**config.mk**
```make
export PLATFORM = sky130hd
export DESIGN_NAME = nhc_ram
export DESIGN_NICKNAME = d
export VERILOG_FILES = /design/src/design/nhc_ram.sv
export SDC_FILE = /design/constraint.sdc
export NUM_CORES = 1
export LEC_CHECK = 0
export ABC_CLOCK_PERIOD_IN_PS = 2300
export BUFFER_PORTS_ARGS = -buffer_cell sky130_fd_sc_hd__buf_4
export CORE_MARGIN = 1
export CORE_UTILIZATION = 40
export DETAILED_ROUTE_END_ITERATION = 8
export SLEW_MARGIN = 25
export SYNTH_ARGS = -nofsm -noshare
export SYNTH_HDL_FRONTEND = slang
export SYNTH_SLANG_ARGS = --single-unit
```
**constraint.sdc**
```tcl
create_clock -name clock -period 2.3 [get_ports clock]
set_input_delay 0.46 -clock clock [delete_from_list [all_inputs] [get_ports clock]]
set_output_delay 0.46 -clock clock [all_outputs]
set_load 0.005 [all_outputs]
```
**src/design/nhc_ram.sv**
```systemverilog
// Generic single-port-write, single-port-read RAM with registered read data.
module nhc_ram #(
   parameter int WIDTH = 8,
   parameter int DEPTH = 16
) (
   input  logic                     clock,
   input  logic                     wr_en,
   input  logic [$clog2(DEPTH)-1:0] wr_addr,
   input  logic [WIDTH-1:0]         wr_data,
   input  logic [$clog2(DEPTH)-1:0] rd_addr,
   output logic [WIDTH-1:0]         rd_data
);

   logic [WIDTH-1:0] mem [DEPTH];
   logic [WIDTH-1:0] rd_data_ff;

   // Write and read each cycle
   always_ff @(posedge clock) begin
      if (wr_en) begin
         mem[wr_addr] <= wr_data;
      end
      rd_data_ff <= mem[rd_addr];
   end

   assign rd_data = rd_data_ff;

endmodule

```
* Word level (Yosys, flattened, before mapping) *
Memories as Yosys holds them, arrays and structs flattened. A register that Yosys moved wholly into a read port is not among the register bits.
Cells that the tools add are included.

storage, ports and cells
  logic and storage cells = 3
  memories = 1
  memory bits (writable) = 128
  input port bits = 18
  register bits after elaboration = 0
  output and inout port bits = 8

memories
  memory  words  width  rd ports  clocked after memory_dff  write ports  RTL line  RTL
  mem     16     8      1         1                         1            14        logic [WIDTH-1:0] mem [DEPTH];

operators by class
  muxes and demuxes = 2

operators by type and width
  kind               number
  two-way mux 1 bit  2

* Logic depth before layout (Yosys ltp) *
Gate-level depths: netlist of the first run.

  depth in word-level cells = 2
  mapped depth = 5
  mapped depth without buffers = 3

* Worst setup path before layout of the first run *
OpenSTA, ideal clock, no wires.

  path type = input to register
  from = input wr_addr[2]
  to = memory mem[0][0] (enable)
  slack = 347 ps
  stages on the path = 2
  arrival = 1,570 ps
  data required time = 1,917 ps
  cells stage by stage = or3b_2 -> nor3_1

RTL lines
  element          RTL line  RTL
  start, declared  8         input logic [$clog2(DEPTH)-1:0] wr_addr,
  end, declared    14

No word-level cell before the write port.

==> impl_metrics.toml, run 1 <==
[floorplan]
die_y_um = 115.4
num_rows = 41
start_util = 0.4096
die-area_sq_um = 13330
coreArea_sq_um = 12570
die_w_um = 115.4
io_pins = 26

[grt]
overflow = 0
grt_pass1_vias = 2473
grt_max_degree = 33
grt_pass1_wl_um = 14800
grt_util_all_layers = 0.1666
antenna_found_initial = 0

[sta]
whs_ns = 0.3510
tightest_slew_ns = 0.4731
fmax_ghz = 0.6649
setup-tns-final_ns = 0
setup_viol = 0
grt_setup_unrepaired = "no"
clock_skew_ns = 0.006805
finalMaxSlewViolations = 0
fin_crit_ns = 1.504
hold_violations = 0
relSlewSlack = 0.6846
period_share = 0.6539

[cts]
cts_root_buf = "clkbuf_16"
clock_sinks = 136
cts_tree = "yes"
cts_inserted_buffers = 17
clk_pin_slew_worst_paths_ns = 0.06
cts_max_path_buffers = 2
htree_levels = 4
cts-resized-gates = 0
cts_setup_buffers = 0
insertion_delay_ns = 0.41
holdBufCountCts = 0

[power]
p_comb_frac = 0.049
power.switching_mw = 1.161
powerDensity_nw_per_um2 = 882.6
sw_frac_of_total = 0.2136
seqPwrFrac = 0.513
peakVddDrop_mv = 0.4956
pwr-share-clk = 0.438
p_total_mw = 5.434
p_int_mw = 4.273
p_leak_nw = 2.074

[logic_synthesis]
ys_ff_latch = 136
netlist-cell-type-count = 19
synth_warnings = 0
synth_fa_ha_area_frac = 0
synth_fp_nets = 247
synthCells = 229
synthSimpleGateAreaFrac = 0.03184
synth.area.mux_share = 0.1502
synth_top_family_by_area = "multiplexers"
syn-cell-area_sq_um = 5147
avgSynthCellArea_sq_um = 22.48
ys_seq_area_frac = 0.7778
synth_xor_area_frac = 0
synth_compound_area_frac = 0.02333

[flow_run]
maxCapViolCount = 0

[routing]
drtPass1Iterations = 4
drtAntennaViolNets = 0
vias = 2381
vias_per_cell = 5.088
drc_errors = 0
dr.first_iter.drc_count = 133
wl_per_cell_um = 20.87
wirelength_um = 9765

[placed_design]
hpwl_um = 6120
gp_congestion = 0.7150
port_buffers = 25
dpl_cell_area_sq_um = 5627

[setup_path]
cp_slowest_cell = "mux4_1"
crit_fanout = 12
crit_path_cell_trace = "buf_4, buf_4, mux4_1, a22oi_1, nand2_1"
slowest_delay_ns = 0.57
crit_type = "in -> reg"
start_kind = "input port"
critPathMostFrequentCell = "buf_4"
cp_data_required_time_ns = 2.59
cp_data_arrival_time_ns = 1.80
critPathBufInv = 2
cp_top_family = "multiplexers"
end_kind = "flop"

[worst_hold_path]
hp-class = "in -> reg"

[cells_and_area]
layout-drive-gt1-share = 0.3209
num_antenna_cells = 0
final_nets = 301
area_growth_pct = 19.62
fin_area_sq_um = 6157

[status]
status = "finished clean"
-- worst reg2reg max path, delay by kind of cell (launching register included) --
kind,cells,cell delay [ns]
AOI/OAI and AO/OA,1,0.32
muxes,1,0.47
and+or+nand+nor,1,0.08
DFF,1,0.37
-- state kept, by name (all words and copies together), names as in the netlist --
name,cells
mem,128
rd_data,8
-- power by group through the flow --
| stage | clock network [mW] | registers, mW | logic, mW |
|---|---|---|---|
| after detailed placement | 0 | 2.84 | 0.272 |
| after CTS | 2.43 | 2.79 | 0.273 |
| after global routing | 2.53 | 2.79 | 0.291 |
| final | 2.38 | 2.79 | 0.265 |
| after global placement | 0 | 2.84 | 0.268 |
| after floorplan | 0 | 2.84 | 0.141 |
-- metrics by stage --
| step | std cells | utilization | setup slack, ns |
|---|---|---|---|
| after floorplan | 229 | - | 0.3471 |
| after global placement | 436 | 0.4477 | 0.3692 |
| after detailed placement | 436 | 0.4477 | 0.3653 |
| after CTS | 468 | 0.4899 | 0.8006 |
| after global routing | 468 | 0.4899 | 0.7399 |
| final | 468 | 0.4899 | 0.7961 |
-- logic make-up after synthesis --
family          after synthesis
flops                       136
simple gates                 35
mux                          32
compound gates               16
buf+inv                      10
-- routing by layer --
layer  track usage  routed length, um
met2        0.2551               4756
met1        0.2190               4402
met4       0.08918                215
met5             0                  0
met3       0.04498                392
-- path summary, 6_finish.rpt --
check                   from          to  slack, ns  cells past startpoint
hold / removal    wr_data[4]  mem[11][4]       0.35                      1
setup / recovery  rd_addr[0]  rd_data[1]       0.80                      5
setup reg to reg  mem[11][0]  rd_data[0]       0.93                      3
hold reg to reg    mem[4][0]  rd_data[0]       0.67                      3
-- placed cells by master, fill, tap and decap left out --
cell type	n
clkbuf_16	17
clkinv_4	3
clkbuf_1	1
buf_4	44
nor3_1	4
clkinv_2	4
inv_6	2
a22oi_1	16
mux4_2	18
and2_1	1
nand2_1	9
clkinvlp_4	5
nor2_1	13
or3b_2	1
mux4_1	14
edfxtp_1	128
nand2b_1	2
and2b_1	1
nand3b_1	2
dfxtp_1	8
nand3_1	1
buf_12	1
nor2b_1	1
-- final cells by class --
class                      count  area [sq um]
fill                        1018          6411
timing repair buffer          45         350.3
clock inverter                14         101.3
sequential                   136          4004
clock buffer                  18         429.2
tap                          172         215.2
multi-input combinational     83          1057
-- synthesized netlist by cell type --
library cell / instances / area share
and2_1: 1 / 0.0012
clkdlybuf4s25_2: 3 / 0.0058
mux4_1: 14 / 0.071
nor3_1: 4 / 0.0039
buf_4: 1 / 0.0015
a22oi_1: 16 / 0.023
nor2b_1: 1 / 0.0012
nand3_1: 1 / 0.00097
mux4_2: 18 / 0.079
nor2_1: 13 / 0.0095
nand2_1: 9 / 0.0066
buf_2: 3 / 0.0029
or3b_2: 1 / 0.0017
nand3b_1: 2 / 0.0029
dfxtp_1: 8 / 0.031
and2b_1: 1 / 0.0015
buf_6: 3 / 0.0066
nand2b_1: 2 / 0.0024
edfxtp_1: 128 / 0.75
(Power assumes the default switching activity.)
==> inputs of run 2 (changes only) <==
--- a/config.mk
+++ b/config.mk
@@ -5,7 +5,7 @@
 export SDC_FILE = /design/constraint.sdc
 export NUM_CORES = 1
 export LEC_CHECK = 0
-export ABC_CLOCK_PERIOD_IN_PS = 2300
+export ABC_CLOCK_PERIOD_IN_PS = 1300
 export BUFFER_PORTS_ARGS = -buffer_cell sky130_fd_sc_hd__buf_4
 export CORE_MARGIN = 1
 export CORE_UTILIZATION = 40
==> constraint.sdc (replaced) <==
create_clock -name clock -period 1.3 [get_ports clock]
set_input_delay 0.26 -clock clock [delete_from_list [all_inputs] [get_ports clock]]
set_output_delay 0.26 -clock clock [all_outputs]
set_load 0.005 [all_outputs]
==> impl_metrics.toml, run 2 (synthesized netlist as in run 1, its figures left out) <==
[routing]
vias = 2424
drc_errors = 0
wirelength_um = 9766
drtPass1Iterations = 4
wl_per_cell_um = 20.35
dr.first_iter.drc_count = 174
drtAntennaViolNets = 0
vias_per_cell = 5.050

[cts]
clock_sinks = 136
clk_pin_slew_worst_paths_ns = 0.06
cts_inserted_buffers = 17
htree_levels = 4
cts_tree = "yes"
holdBufCountCts = 0
cts_setup_buffers = 0
insertion_delay_ns = 0.41
cts_root_buf = "clkbuf_16"
cts_max_path_buffers = 2

[cells_and_area]
largest_register = "mem"
layout-drive-gt1-share = 0.4351
largest_reg_flops = 128
final_cell_mix = "128 x edfxtp_1, 47 x buf_4, 29 x mux4_2"
fin_util = 0.5175
layout_commonest_cell = "edfxtp_1"
final_nets = 313
num_antenna_cells = 0
area_growth_pct = 26.35
finalNonFillerCells = 480

[setup_path]
critPathBufInv = 0
cp.depth = 3
start_kind = "flop"
critPathCapture = "rd_data[4]"
cp_data_required_time_ns = 1.59
cp_data_arrival_time_ns = 1.57
cp_top_family = "multiplexers"
crit_type = "reg -> reg"
crit_fanout = 1
slowest_delay_ns = 0.48
end_kind = "flop"
crit_path_cell_trace = "mux4_2, a22oi_2, nand2_1"
crit_start = "mem[2][4]"
r2r_end = "rd_data[4]"
rr_worst_depth = 3
cp_slowest_cell = "mux4_2"
rrSetupSlack_ns = 0.02
r2r-start = "mem[2][4]"

[flow_run]
maxCapViolCount = 0

[power]
p_total_mw = 10.58
peakVddDrop_mv = 0.9426
powerDensity_nw_per_um2 = 1627
p_comb_frac = 0.053
seqPwrFrac = 0.466
p_int_mw = 8.573
pwr-share-clk = 0.481
p_leak_nw = 2.196
power.switching_mw = 2.007
sw_frac_of_total = 0.1897

[floorplan]
io_pins = 26
die_w_um = 115.4
die-area_sq_um = 13330
num_rows = 41
coreArea_sq_um = 12570
die_y_um = 115.4
start_util = 0.4096

[placed_design]
gp_congestion = 0.7354
port_buffers = 25
dp_slack_ns = -0.3380
hpwl_um = 6465
dp_cells = 448

[grt]
grt_util_all_layers = 0.1670
grt_pass1_vias = 2619
overflow = 0
grt_pass1_wl_um = 15110
grt_max_degree = 17
antenna_found_initial = 0

[sta]
tightest_slew_ns = 0.9051
fin_crit_ns = 1.281
relSlewSlack = 0.3954
worst_slack_ns = 0.01912
period_share = 0.9853
clock_skew_ns = 0.006450
whs_ns = 0.1636
finalMaxSlewViolations = 0
hold_violations = 0
grt_setup_unrepaired = "yes"
setup_viol = 0
fmax_ghz = 0.7807

[status]
status = "finished clean"

[worst_hold_path]
hp-class = "in -> reg"
run 2: cell types whose count changed in the layout (fill, tap and decap cells not counted), moves of 5 or more:
cell / change
buf_12: +9
a22oi_1: -9
mux4_2: +11
a22oi_2: +9
bufinv_16: +5
mux4_1: -11
run 2: area by class of cell:
class | instances | area [sq um]
Timing Repair Buffer | 57 | 553.0
Multi-Input combinational cell | 83 | 1097
Fill cell | 974 | 6065
Clock buffer | 18 | 429.2
Clock inverter | 14 | 205.2
Sequential cell | 136 | 4004
Tap cell | 172 | 215.2
run 2: what timing repair did:
item                                    CTS  global route
gates resized for setup                   4             5
endpoints found under the setup margin    4             4
pin swaps                                 1             0
run 2: layer usage:
metal / wire length, um / global-route usage / vias up
li1: - / - / 1096
met1: 4067 / 0.2134 / 1241
met2: 5007 / 0.2695 / 77
met3: 549 / 0.03975 / 10
met4: 143 / 0.08312 / 0
met5: 0 / 0 / -
run 2: power by group through the flow:
stage	clock (mW)	sequential (mW)	combinational, mW
4_1_cts	5.15	4.94	0.566
2_1_floorplan	0	5.02	0.274
5_1_grt	5.32	4.94	0.608
3_5_place_dp	0	5.03	0.555
3_3_place_gp	0	5.02	0.548
6_report	5.08	4.93	0.562
run 2: worst register-to-register path, delay by kind of cell, from the launching register on:
| kind | cells | cell delay [ns] |
|---|---|---|
| AOI/OAI and AO/OA | 1 | 0.21 |
| DFF | 1 | 0.39 |
| muxes | 1 | 0.48 |
| and+or+nand+nor | 1 | 0.08 |
run 2: worst min path at each step:
| stage | start | to | slack [ns] | depth (start not counted) |
|---|---|---|---|---|
| 2_1_floorplan | wr_data[0] | mem[0][0] | 0.36 | 0 |
| 3_5_place_dp | wr_data[2] | mem[0][2] | 0.58 | 1 |
| 5_1_grt | wr_data[5] | mem[11][5] | 0.16 | 1 |
| 3_3_place_gp | wr_data[5] | mem[14][5] | 0.57 | 1 |
| 6_report | wr_data[0] | mem[4][0] | 0.16 | 1 |
| 4_1_cts | wr_data[0] | mem[4][0] | 0.15 | 1 |
run 2: metrics by stage:
stage                     cell area (sq um)  setup TNS [ns]
final                                  6504               0
after global routing                   6504        -0.02465
after CTS                              6479       -0.001026
after detailed placement               5824          -13.16
after global placement                 5824          -12.21
after floorplan                        5176         -0.6897
