$ cat src/design/nhc_pkg.sv
// Shared types, constants and functions of the name directory.
package nhc_pkg;

   localparam int MAX_ENTRIES_DEF = 4096;
   localparam int NAME_W          = 64;
   localparam int ACTION_W        = 2;
   localparam int STATUS_W        = 3;
   localparam int INDEX_W         = 12;
   localparam int COUNT_W         = 13;
   localparam int HASH_W          = 32;
   localparam int NAME_BYTES      = 8;
   localparam int CSR_ADDR_W      = 3;
   localparam int CSR_DATA_W      = 32;

   localparam logic [HASH_W-1:0]  HASH_SEED         = 32'd1315423911;
   localparam logic [COUNT_W-1:0] ENTRY_COUNT_RESET = 13'd1;

   // Register index taken from the word address
   localparam logic [CSR_ADDR_W-3:0] REG_ENTRY_COUNT = 1'b0;

   typedef enum logic [ACTION_W-1:0] {
      ACT_INSERT = 2'd0,
      ACT_LOOKUP = 2'd1,
      ACT_CLEAR  = 2'd2,
      ACT_NONE   = 2'd3
   } action_type;

   typedef enum logic [STATUS_W-1:0] {
      ST_INSERTED  = 3'd0,
      ST_FOUND     = 3'd1,
      ST_NOT_FOUND = 3'd2,
      ST_FULL      = 3'd3,
      ST_CLEARED   = 3'd4
   } status_type;

   // Request to the bucket unit
   typedef struct packed {
      logic               start;
      logic [COUNT_W-1:0] modulus;
      logic [NAME_W-1:0]  name;
   } bucket_req_type;

   // Answer of the bucket unit
   typedef struct packed {
      logic               done;
      logic [COUNT_W-1:0] bucket;
   } bucket_rsp_type;

   // One character step of the hash, with the character folded to upper case
   function automatic logic [HASH_W-1:0] hash_step(input logic [HASH_W-1:0] h,
                                                   input logic [7:0] c);
      logic [7:0] u;
      u = (c >= 8'h61 && c <= 8'h7A) ? (c - 8'h20) : c;
      return h ^ ((h << 5) + {24'b0, u} + (h >> 2));
   endfunction

   // Byte compare that stops at a NUL both names hold
   function automatic logic names_equal(input logic [NAME_W-1:0] a,
                                        input logic [NAME_W-1:0] b);
      logic       eq;
      logic       stop;
      logic [7:0] x;
      logic [7:0] y;
      eq   = 1'b1;
      stop = 1'b0;
      for (int k = 0; k < NAME_BYTES; k++) begin
         x = a[8*k +: 8];
         y = b[8*k +: 8];
         if (!stop) begin
            if (x != y) begin
               eq   = 1'b0;
               stop = 1'b1;
            end else if (x == 8'h00) begin
               stop = 1'b1;
            end
         end
      end
      return eq;
   endfunction

endpackage

$ cat src/design/nhc_bucket.sv
// Bucket unit: byte-serial name hash followed by a bit-serial remainder.
module nhc_bucket import nhc_pkg::*; (
   input  logic           clock,
   input  logic           reset,
   input  bucket_req_type req,
   output bucket_rsp_type rsp
);

   typedef enum logic [1:0] {
      B_IDLE,
      B_HASH,
      B_MOD
   } bstate_type;

   bstate_type         state_ff;
   logic [HASH_W-1:0]  hash_ff;
   logic [NAME_W-1:0]  name_ff;
   logic [COUNT_W-1:0] mod_ff;
   logic [COUNT_W-1:0] rem_ff;
   logic [2:0]         byte_cnt_ff;
   logic [4:0]         bit_cnt_ff;
   logic               done_ff;

   logic [7:0]         cur_char;
   logic [COUNT_W:0]   trial;
   logic [COUNT_W:0]   rem_in;

   assign cur_char = name_ff[7:0];

   // One restoring divide step on the next hash bit
   always_comb begin
      trial = {rem_ff, hash_ff[HASH_W-1]};
      if (trial >= {1'b0, mod_ff}) begin
         rem_in = trial - {1'b0, mod_ff};
      end else begin
         rem_in = trial;
      end
   end

   // Hash one byte a cycle, then reduce one bit a cycle
   always_ff @(posedge clock) begin
      if (reset) begin
         state_ff <= B_IDLE;
         done_ff  <= 1'b0;
      end else begin
         done_ff <= 1'b0;
         unique case (state_ff)
            B_IDLE: begin
               if (req.start) begin
                  hash_ff     <= HASH_SEED;
                  name_ff     <= req.name;
                  mod_ff      <= req.modulus;
                  byte_cnt_ff <= '0;
                  state_ff    <= B_HASH;
               end
            end
            B_HASH: begin
               bit_cnt_ff <= '0;
               rem_ff     <= '0;
               if (cur_char == 8'h00) begin
                  state_ff <= B_MOD;
               end else begin
                  hash_ff     <= hash_step(hash_ff, cur_char);
                  name_ff     <= name_ff >> 8;
                  byte_cnt_ff <= byte_cnt_ff + 3'd1;
                  if (byte_cnt_ff == 3'(NAME_BYTES - 1)) begin
                     state_ff <= B_MOD;
                  end
               end
            end
            B_MOD: begin
               rem_ff     <= rem_in[COUNT_W-1:0];
               hash_ff    <= hash_ff << 1;
               bit_cnt_ff <= bit_cnt_ff + 5'd1;
               if (bit_cnt_ff == 5'(HASH_W - 1)) begin
                  done_ff  <= 1'b1;
                  state_ff <= B_IDLE;
               end
            end
            default: state_ff <= B_IDLE;
         endcase
      end
   end

   assign rsp.done   = done_ff;
   assign rsp.bucket = rem_ff;

endmodule

$ cat config.mk
export PLATFORM = sky130hd
export DESIGN_NAME = nhc_bucket
export DESIGN_NICKNAME = d
export VERILOG_FILES = /design/src/design/nhc_pkg.sv /design/src/design/nhc_bucket.sv
export SDC_FILE = /design/constraint.sdc
export NUM_CORES = 1
export LEC_CHECK = 0
export BUFFER_PORTS_ARGS = -buffer_cell sky130_fd_sc_hd__buf_4
export CAP_MARGIN = 15
export CORE_ASPECT_RATIO = 0.75
export CORE_MARGIN = 8
export CORE_UTILIZATION = 45
export DETAILED_ROUTE_END_ITERATION = 10
export PLACE_DENSITY = 0.68
export SLEW_MARGIN = 5
export SYNTH_ARGS = -nofsm -noshare
export SYNTH_HDL_FRONTEND = slang
export SYNTH_SLANG_ARGS = --single-unit
$ cat constraint.sdc
create_clock -name clock -period 5 [get_ports clock]
set_clock_uncertainty 0.15 [all_clocks]
set_input_delay 0.5 -clock clock [delete_from_list [all_inputs] [get_ports clock]]
set_output_delay 0.5 -clock clock [all_outputs]
set_load 0.05 [all_outputs]
# == Word-level counts from Yosys, hierarchy flattened ==
# Index checks and enable logic that the tools add are counted.
# totals
regBits,133
latchBits,0
ram_bits,0
mem_bits_ro,0
input_bits,80
output_inout_bits,14
word_cells,59
n_memories,0
# op_classes
addsub,6
mul,0
div_mod_pow,0
n_lt_le_gt_ge,3
eq_ne,8
shifts,0
mux,19
bitwise,3
n_reduce_logical,12
# op_table
operator,count
64-bit two-way mux,2
64-bit case mux with 2 select lines,1
32-bit case mux with 3 select lines,1
32-bit two-way mux,2
32-bit by 30-bit adder with 32-bit output,1
32-bit by 8-bit adder with 32-bit output,1
32-bit XOR,1
13-bit case mux with 2 select lines,1
14-bit by 13-bit greater-or-equal comparator with 1-bit output,1
13-bit two-way mux,1
13-bit subtractor,1
5-bit case mux with 2 select lines,1
"8-bit by 7-bit greater-or-equal comparator with 1-bit output, second input constant",1
"8-bit by 7-bit <= comparator with 1-bit output, second input constant",1
8-bit zero test,1
2-bit two-way mux,4
8-bit two-way mux,1
4-bit AND reduction,2
"8-bit by 6-bit subtractor with 8-bit output, second input constant",1
3-bit two-way mux,2
"2-bit inequality test, second input constant",3
2-bit case mux with 3 select lines,1
3-bit case mux with 2 select lines,1
3-bit AND reduction,2
other kinds (15),17

# == Logic depth before layout (Yosys ltp) ==
# Gate-level depths: netlist (run 1).
# depth
depth_word,8
ltp_mapped,15
mapped_depth_nobuf,15

# == Worst setup path after synthesis (run 1) ==
# Ideal clock, no wire load.
# synth_path
kind,reg-to-reg
start,register state_ff[1]
end,"register byte_cnt_ff[0], enable pin"
setup_time_ns,0.492
t_arrival_ns,4.368
required_time_ns,4.358
path_slack_ns,-0.010
path_stages_with_launch,8
n_path_buf,3
period_less_slack_ns,5.010
path_cell_list,dfxtp_1 inv_1 ha_1 clkbuf_1 clkbuf_1 clkbuf_1 nor2_1 nor2_1
# synth_via
elab_chain_len,3
elab_cells_between_ends,6
classes_between,eq/ne: 3; reduce/logical: 3
# synth_rtl
element,line,text
from (decl),nhc_bucket.sv:15,bstate_type state_ff;
from (signal assigned),nhc_bucket.sv:43,state_ff <= B_IDLE;
from (signal assigned),nhc_bucket.sv:54,state_ff <= B_HASH;
from (signal assigned),nhc_bucket.sv:61,state_ff <= B_MOD;
2-bit by 1-bit == test with 1-bit output or 2-bit zero test (tied branches),nhc_bucket.sv:47,unique case (state_ff)
2-bit inequality test (no source line) or 2-bit nonzero test (tied branches),n/a,
4-bit AND reduction (no source line) *,n/a,
to (signal assigned),nhc_bucket.sv:65,byte_cnt_ff <= byte_cnt_ff + 3'd1;
to (decl),nhc_bucket.sv:20,logic [2:0] byte_cnt_ff;
# Mark *: on every way between the ends. The rest lies on a longest branch, timed or not.
# A chain may end at the register's enable or synchronous reset.

# == Worst setup path after layout (run 1) ==
# layout_path
start,register name_ff[3]
end,register hash_ff[21] (data pin)
# layout_via
elab_chain_len,8
elab_cells_between_ends,10
classes_between,add/sub: 3; order compare: 2; mux: 3; bitwise: 1; reduce/logical: 1
# layout_rtl
element,line,text
from (decl),nhc_bucket.sv:17,logic [NAME_W-1:0] name_ff;
from (signal assigned),nhc_bucket.sv:51,name_ff <= req.name;
from (signal assigned),nhc_bucket.sv:64,name_ff <= name_ff >> 8;
8-bit by 7-bit greater-or-equal comparator with 1-bit output or 8-bit by 7-bit <= comparator with 1-bit output (tied branches),nhc_pkg.sv:53,u = (c >= 8'h61 && c <= 8'h7A) ? (c - 8'h20) : c;
1-bit logical AND,nhc_pkg.sv:53,
8-bit two-way mux *,nhc_pkg.sv:53,
32-bit by 8-bit adder with 32-bit output *,nhc_pkg.sv:54,"return h ^ ((h << 5) + {24'b0, u} + (h >> 2));"
32-bit by 30-bit adder with 32-bit output *,nhc_pkg.sv:54,
32-bit XOR *,nhc_pkg.sv:54,
32-bit two-way mux *,nhc_bucket.sv:60,if (cur_char == 8'h00) begin
32-bit case mux with 3 select lines *,nhc_bucket.sv:47,
to (signal assigned),nhc_bucket.sv:63,"hash_ff <= hash_step(hash_ff, cur_char);"
to (signal assigned),nhc_bucket.sv:73,hash_ff <= hash_ff << 1;
to (decl),nhc_bucket.sv:16,logic [HASH_W-1:0] hash_ff;
# Mark *: on every way between the ends. The rest lies on a longest branch, timed or not. The select of a mux whose other input is x is not followed.

==> results of run 1 <==
how the worst min path moves through the flow:
stage / endpoint / startpoint / slack [ns]
2_1_floorplan: state_ff[1] / state_ff[1] / 0.36
3_3_place_gp: name_ff[55] / name_ff[63] / 0.38
3_5_place_dp: name_ff[3] / name_ff[11] / 0.38
4_1_cts: mod_ff[7] / req[71] / 0.08
5_1_grt: mod_ff[5] / req[69] / 0.08
6_report: mod_ff[10] / req[74] / 0.10
critical path, delay by kind of cell (launching register included):
family / cells / cell delay, ns
buffers and inverters: 1 / 0.04
and+or+nand+nor: 6 / 1.08
AOI/OAI and AO/OA: 6 / 1.23
DFF: 1 / 0.42
adders and majority gates: 2 / 0.83
logic make-up (layout without fill, tap and decap cells):
group	after synthesis	count (layout)	synth area share
and+or+nand+nor	200	200	0.1085
AOI/OAI and AO/OA	166	166	0.1368
DFF	133	133	0.4547
adders and majority gates	84	84	0.1249
muxes	66	66	0.08397
buffers and inverters	64	172	0.02885
xor gates and xnor gates	62	62	0.06229
per-layer routing:
metal | track usage | part of all wire | up-vias | wire length (µm)
met2 | 0.2423 | 0.41 | 257 | 8571
met5 | 0 | 0 | - | 0
met4 | 0.04984 | 0.012 | 0 | 241
met3 | 0.06452 | 0.11 | 18 | 2294
met1 | 0.2529 | 0.47 | 3065 | 9826
li1 | - | - | 3110 | -
state kept, by name (all words and copies together), names as in the netlist:
name,count
hash_ff,32
mod_ff,13
name_ff,64
bit_cnt_ff,5
byte_cnt_ff,3
done_ff,1
state_ff,2
rem_ff,13
report_power, final:
part / internal (mW) / switching (mW) / leakage, nW / total, mW
logic: 1.91 / 2.75 / 2.48 / 4.66
registers: 1.77 / 0.287 / 1.24 / 2.06
clock network: 0.783 / 0.485 / 0.278 / 1.27
total: 4.47 / 3.52 / 4.00 / 7.98
area by class of cell:
| cell class | instances | area [µm²] | area share |
|---|---|---|---|
| tap | 253 | 316.6 | 0.03072 |
| multi-input combinational | 578 | 4524 | 0.4390 |
| sequential | 133 | 3964 | 0.3846 |
| clock buffer | 19 | 432.9 | 0.04201 |
| inverter | 40 | 150.1 | 0.01457 |
| timing repair buffer | 102 | 765.7 | 0.07430 |
| clock inverter | 11 | 152.6 | 0.01481 |
cells in the final DEF, fill, tap and decap left out, drive strengths merged, types with 9 or more instances in the layout:
cell    instances
a211oi          9
a21o           11
a21oi          37
a221o          15
buf           102
clkbuf         19
edfxtp        130
ha             79
inv            43
mux2           57
mux2i           9
nand2          55
nand3          10
nand4           9
nor2           64
nor2b          11
nor3           15
o21ai          33
xnor2          42
xor2           20
==> flow_results.org, run 1 <==
** Logic synthesis
- Share of the yosys chip area belonging to registers :: 0.4547
- Synth area leader :: edfxtp_1
- Synthesis Warnings :: 0
- Register bit total from synthesis :: roughly 130
- Synth Instances :: around 780
- The share of synthesized area in the top cell type comes to 0.4478.
- Synthesized area per cell :: between 10 and 15 µm²
- Yosys instantiated no cell more often than edfxtp_1.
- In the synthesized netlist the async set-or-reset flop fraction comes to 0.
- Commonest cells in the synthesized netlist :: edfxtp_1, ha_1, nor2_1
- Flip-flop cell with the highest count after synthesis :: edfxtp_1
- Nets in the synthesized netlist :: 939
- Number of library cell types mapped by synthesis :: 68
- Yosys mapped a number of flops with a built-in enable equal to 130.
- Top cells by area in the synthesized netlist :: edfxtp_1, ha_1, mux2_2
- The synthesized netlist occupies a cell area of about 0.0087 mm².

** Cells and area
- Number of cells in the finished layout apart from fillers :: 1136
- Once layout is complete, the utilization of the core stands at 0.5379.
- Synthesis-to-layout area growth :: 18.23%
- Layout net count :: 1036
- Fraction of final layout cells sized beyond drive strength 1 :: 0.2333
- 0 antenna diodes ended up in the layout.
- Final design instance area without fill :: 0.01031 mm²
- FILL cells :: 1654

** Timing
- Max transition margin :: 0.3670
- Slew at the pin closest to its max-slew limit :: 0.9484 ns
- Post-layout minimum cycle time :: just under 4 ns
- Summed over all failing endpoints, the final setup total negative slack is 0 ns.
- The final-report hold violation count was 0.
- Setup repair after global routing left no endpoint under its margin.
- Worst hold slack after final layout :: 0.1043 ns
- Dividing the final minimum period by the clock period gives 0.7834.
- Setup violations remaining at the end of the flow were counted as 0.
- The number of slew-limit violations in the final report came to 0.
- Final Worst Setup Slack :: between 1 and 1.5 ns
- Timing-limited maximum frequency :: 0.2553 GHz

** Min path
- Worst hold path depth :: 1
- Type of the worst min-delay path :: in -> reg

** Clocking
- Clock-pin slew on the worst setup and hold paths :: 0.06 ns
- TritonCTS built the clock tree.
- Number of buffers inserted for hold repair after clock tree synthesis :: 0
- Counting along the longest clock path gives a buffer depth of 2.
- Deepest level of the CTS H-tree :: 4
- Once the clock tree was built, the resizer swapped 0 gates to a different size.
- Post-CTS timing repair inserted 0 buffers for setup.
- Skew-Pair Late Insertion Delay :: 0.42 ns
- Clock tree root buffer cell :: clkbuf_16
- Sinks on Clock Net :: 133
- Buffers inserted during clock tree synthesis total 17.

** Route
- Using the TritonRoute via totals, the vias-per-cell ratio works out to between 5 and 6.
- Total wirelength of the detailed-routed design :: 20.93 mm
- Routed wire length per instance :: 18.43 µm
- In this run the remaining antenna-violating nets after routing total 0.
- The first TritonRoute pass finished after 5 iterations.
- The detailed router placed 6450 vias in this run.
- DRT iter0 DRCs :: 564
- For this run, design rule violations remaining after detail routing come to 0.

** Floorplan
- Area inside the core boundary :: roughly 0.019 mm²
- Top-Level Pins :: 94
- Die X-Extent :: between 150 and 200 µm
- The initial utilization of the core area, before any placement, comes to 0.4550.
- The floorplan has 44 rows.
- The die covers 0.02413 mm².
- Chip height :: between 100 and 150 µm

** Critical path
- Tracing the worst setup path back leads to its startpoint at name_ff[3].
- Worst Setup EP :: hash_ff[21]
- Critical Path, Cell by Cell :: nor3_1, nand2_1, o21ai_0, nor4_1, nand2b_1, fa_1, inv_1, ha_1, a21o_2, a21oi_1, a21oi_4, nor2_2, o311ai_0, and3_1, o311ai_1
- Worst Reg-to-Reg Cells :: 15
- Worst flop-to-flop path startpoint :: name_ff[3]
- Among all stages on the critical path, the largest delay is contributed by fa_1.
- Setup Crit Path Kind :: reg -> reg
- The endpoint identified for the worst register-to-register timing path is hash_ff[21].
- Critical path endpoint category :: register
- For flop-to-flop paths, the worst setup slack is 1.08 ns.
- For the worst setup path, the data required time is 5.09 ns.
- Critical path launch point type :: register
- Data arrival at the endpoint of the critical path :: 4.00 ns
- In this run the worst path has a maximum fanout of 7.
- CP max stage delay :: 0.48 ns

** Status
- Status :: finished, final reports clean

** Global route
- Number of antenna violations at the first check in global routing :: 0
- Via count of the first global-routing pass :: 6142
- Combined global-route utilization of all metal layers :: 0.1760
- Entering global routing, the biggest net connects 53 pins.
- Global routing finished with a remaining overflow of 0.
- The first global-routing pass estimated 33.24 mm of wire.

** Placement
- GP Congestion :: 0.9352
- Port buffering added 93 buffers.
- The placed instances occupy a cell area of about 0.0097 mm².
- The HPWL after detailed placement is 15.26 mm.
- Including well taps, the total number of placed cells is 1106.
- Placement Setup Slack :: between 1 and 1.5 ns

** Pwr
- In this run the static leakage power is ~4 nW.
- For this design the ratio of total power to cell area is 774.8 mW/mm².
- The completed layout was analyzed and its total power is 7.985 mW.
- VDD sags by at most between 0.3 and 0.4 mV.

** Run
- Across the run, the number of max-cap violations was 0.
Note: power is estimated with default switching activity, not from simulation.
==> run 2: changes to the inputs <==
--- a/config.mk
+++ b/config.mk
@@ -11,7 +11,7 @@
 export CORE_MARGIN = 8
 export CORE_UTILIZATION = 45
 export DETAILED_ROUTE_END_ITERATION = 10
-export PLACE_DENSITY = 0.68
+export PLACE_DENSITY = 0.66
 export SLEW_MARGIN = 5
 export SYNTH_ARGS = -nofsm -noshare
 export SYNTH_HDL_FRONTEND = slang
==> constraint.sdc (replaced) <==
create_clock -name clock -period 4 [get_ports clock]
set_clock_uncertainty 0.15 [all_clocks]
set_input_delay 0.4 -clock clock [delete_from_list [all_inputs] [get_ports clock]]
set_output_delay 0.4 -clock clock [all_outputs]
set_load 0.05 [all_outputs]
==> run 2 against run 1 <==
Against the previous run:
- design area rose by 1.5%
- global-route usage rose by 0.22 points
- die area did not move
- flip-flop and latch count did not move
- via count fell by 0.20%
- core utilization rose by 0.79 points
- critical path type unchanged
==> flow_results.org, run 2 (synthesis results as in run 1) <==
** Status
- Status :: finished, final reports clean

** Clocking
- In this run the clock root is driven by a clkbuf_16.
- Clock-pin slew was measured on the worst setup and hold paths at 0.06 ns.
- TritonCTS clock tree :: yes
- The tree built by TritonCTS fans out to 133 sinks.
- The clock passes through at most 2 buffers.
- The H-tree was split into 4 levels.
- At the later pin of the worst-skew pair, clock insertion delay measures between 0.4 and 0.5 ns.
- Counting the buffers created by CTS gives 17.

** Cells and area
- Largest registers :: name_ff: 64 flops, hash_ff: 32 flops
- The number of antenna diodes in the final layout is 0.
- Synthesis-to-layout area growth :: 19.97%
- The library cell used most frequently in the layout, excluding fill and tap cells, is edfxtp_1.
- FILL cells :: 1644
- Register bank with the most flops :: name_ff
- The register with the most flip-flops in the layout has 64 of them.
- Of the cells placed in the final design, the portion with a size suffix greater than 1 is 0.2369.
- Layout net count :: 1050
- For this run, the share of the core covered by cells in the final layout is 0.5458.
- Most used cells in the layout excluding fill and tap cells :: edfxtp_1, buf_4, ha_1, nor2_1, mux2_2

** Pwr
- Worst VDD drop :: 0.4767 mV
- Standby leakage power :: 4.052 nW
- In this run the power density over the cells is 959.3 mW/mm².

** Floorplan
- Number of rows in the core area :: 44
- Floorplan die area :: 0.02413 mm²
- 94 I/O pins were placed.
- Area inside the core boundary :: 0.01916 mm²
- The die is 176.7 µm wide.
- Initial core utilization :: 0.4550
- The floorplan step set the die height to 136.5 µm.

** Critical path
- The worst setup path is captured at a register.
- Critical Path RT :: 4.14 ns
- For flop-to-flop paths, the worst setup slack is 0.22 ns.
- Setup Crit Path Kind :: reg -> reg
- In this run the worst path has a maximum fanout of 7.
- The worst setup path is launched from a register.
- Data arrival at the endpoint of the critical path :: around 3.9 ns

** Placement
- Routability-driven placement finished with a final weighted congestion of 0.9227.
- Total of buffers placed on input and output ports :: 93
- After legalization and detailed placement, the total HPWL measured 15.42 mm.

** Route
- In the routed layout, each cell is associated on average with a via count of between 5 and 6.
- After detailed routing, the total wire length is about 21 mm.
- After detailed routing, the number of remaining DRC violations is 0.
- The count of nets left with antenna violations once routing finished came out at 0.
- Routed wire length per instance :: ~18 µm
- Across all layers, the routed design uses ~6400 vias.
- In this run, the number of DRC markers left after iteration 0 of detailed routing was 539.
- Drt first pass iters :: 5

** Global route
- Combined global-route utilization of all metal layers :: 0.1782
- The initial antenna violation count came to 0.
- The total overflow left after global routing is 0.
- Pin count of the biggest net entering global routing :: 82
- The via count of the first global-routing pass came to 6390.
- Wire length of the first global-routing pass :: between 30 and 40 mm

** Timing
- Number of slew-limit violations in the final report :: 0
- Slew at the pin closest to its max-slew limit :: 0.9984 ns
- Derived from the worst setup path, the maximum achievable clock frequency is roughly 0.26 GHz.
- Post-layout minimum cycle time :: 3.783 ns
- Final count of negative-setup-slack endpoints :: 0
- Adding up every negative setup slack in the final design gives 0 ns.
- The worst pin sits at a relative slew slack of 0.3344.
- The final-report hold violation count is 0.
- Dividing the final minimum period by the clock period gives 0.9457.
- Setup repair after global routing left no endpoint under its margin.

** Min path
- Type of the worst min-delay path :: in -> reg

** Run
- Across the run, the number of max-cap violations was 0.
==> run 2: cell types whose count changed in the layout (fill, tap and decap cells not counted), sizes merged, moves of 2 or more <==
cell         change
inv              +2
bufinv           -2
clkinv           +4
dlygate4sd3     +13
==> run 2: power breakdown <==
part | switching, mW | internal [mW]
Combinational | 3.49 | 2.46
Clock | 0.634 | 0.861
Sequential | 0.363 | 2.22
==> run 2: final cells by class <==
cell class	instances	area (µm²)	share of cell area
clock inverters	14	126.4	0.01208
inverters	40	150.1	0.01436
clock buffers	18	429.2	0.04104
flip-flops and latches	133	3964	0.3790
well taps	253	316.6	0.03027
multi-input cells	578	4568	0.4368
repair buffers	116	903.4	0.08638
==> run 2: what timing repair did <==
action                                 4_1_cts  5_1_grt
hold buffers                                13        0
setup endpoints to repair                    0       15
setup buffers                                0        1
endpoints found under the hold margin       13        0
gates resized for setup                      0        7
==> run 2: per-stage QoR <==
step	setup WS [ns]	hold WS, ns	cell area (µm²)	total power, mW	instances
final	0.2173	0.06225	10460	10.03	1152
after CTS	0.1226	0.03258	10410	9.899	1151
after global placement	0.2115	0.3772	9721	8.296	1106
after global routing	0.008473	0.06156	10460	10.77	1152
after detailed placement	0.1609	0.3794	9721	8.339	1106
after floorplan	0.1037	0.3224	8720	6.975	775
==> run 2: final timing paths <==
check	from	to	depth (start not counted)
max	name_ff[3]	hash_ff[25]	14
max reg2reg	name_ff[3]	hash_ff[25]	14
min	reset	state_ff[0]	2
min reg2reg	name_ff[43]	name_ff[35]	1
==> run 2: critical path, cell delays in order, from the launching register on <==
cell	delay, ns
edfxtp_1	0.43
nor3_2	0.19
nand2_1	0.08
o21ai_0	0.09
nor4_2	0.08
a21oi_1	0.19
fa_1	0.44
ha_1	0.42
nand3_2	0.10
o21bai_4	0.20
a21oi_4	0.19
nor2_4	0.09
o311a_1	0.37
or4_1	0.52
nand3_1	0.10
==> run 2: per-layer routing <==
| metal | up-vias | track usage | part of all wire |
|---|---|---|---|
| li1 | 3129 | - | - |
| met1 | 3072 | 0.2518 | 0.48 |
| met2 | 215 | 0.2488 | 0.41 |
| met3 | 21 | 0.06396 | 0.094 |
| met4 | 0 | 0.05589 | 0.013 |
| met5 | - | 0 | 0 |
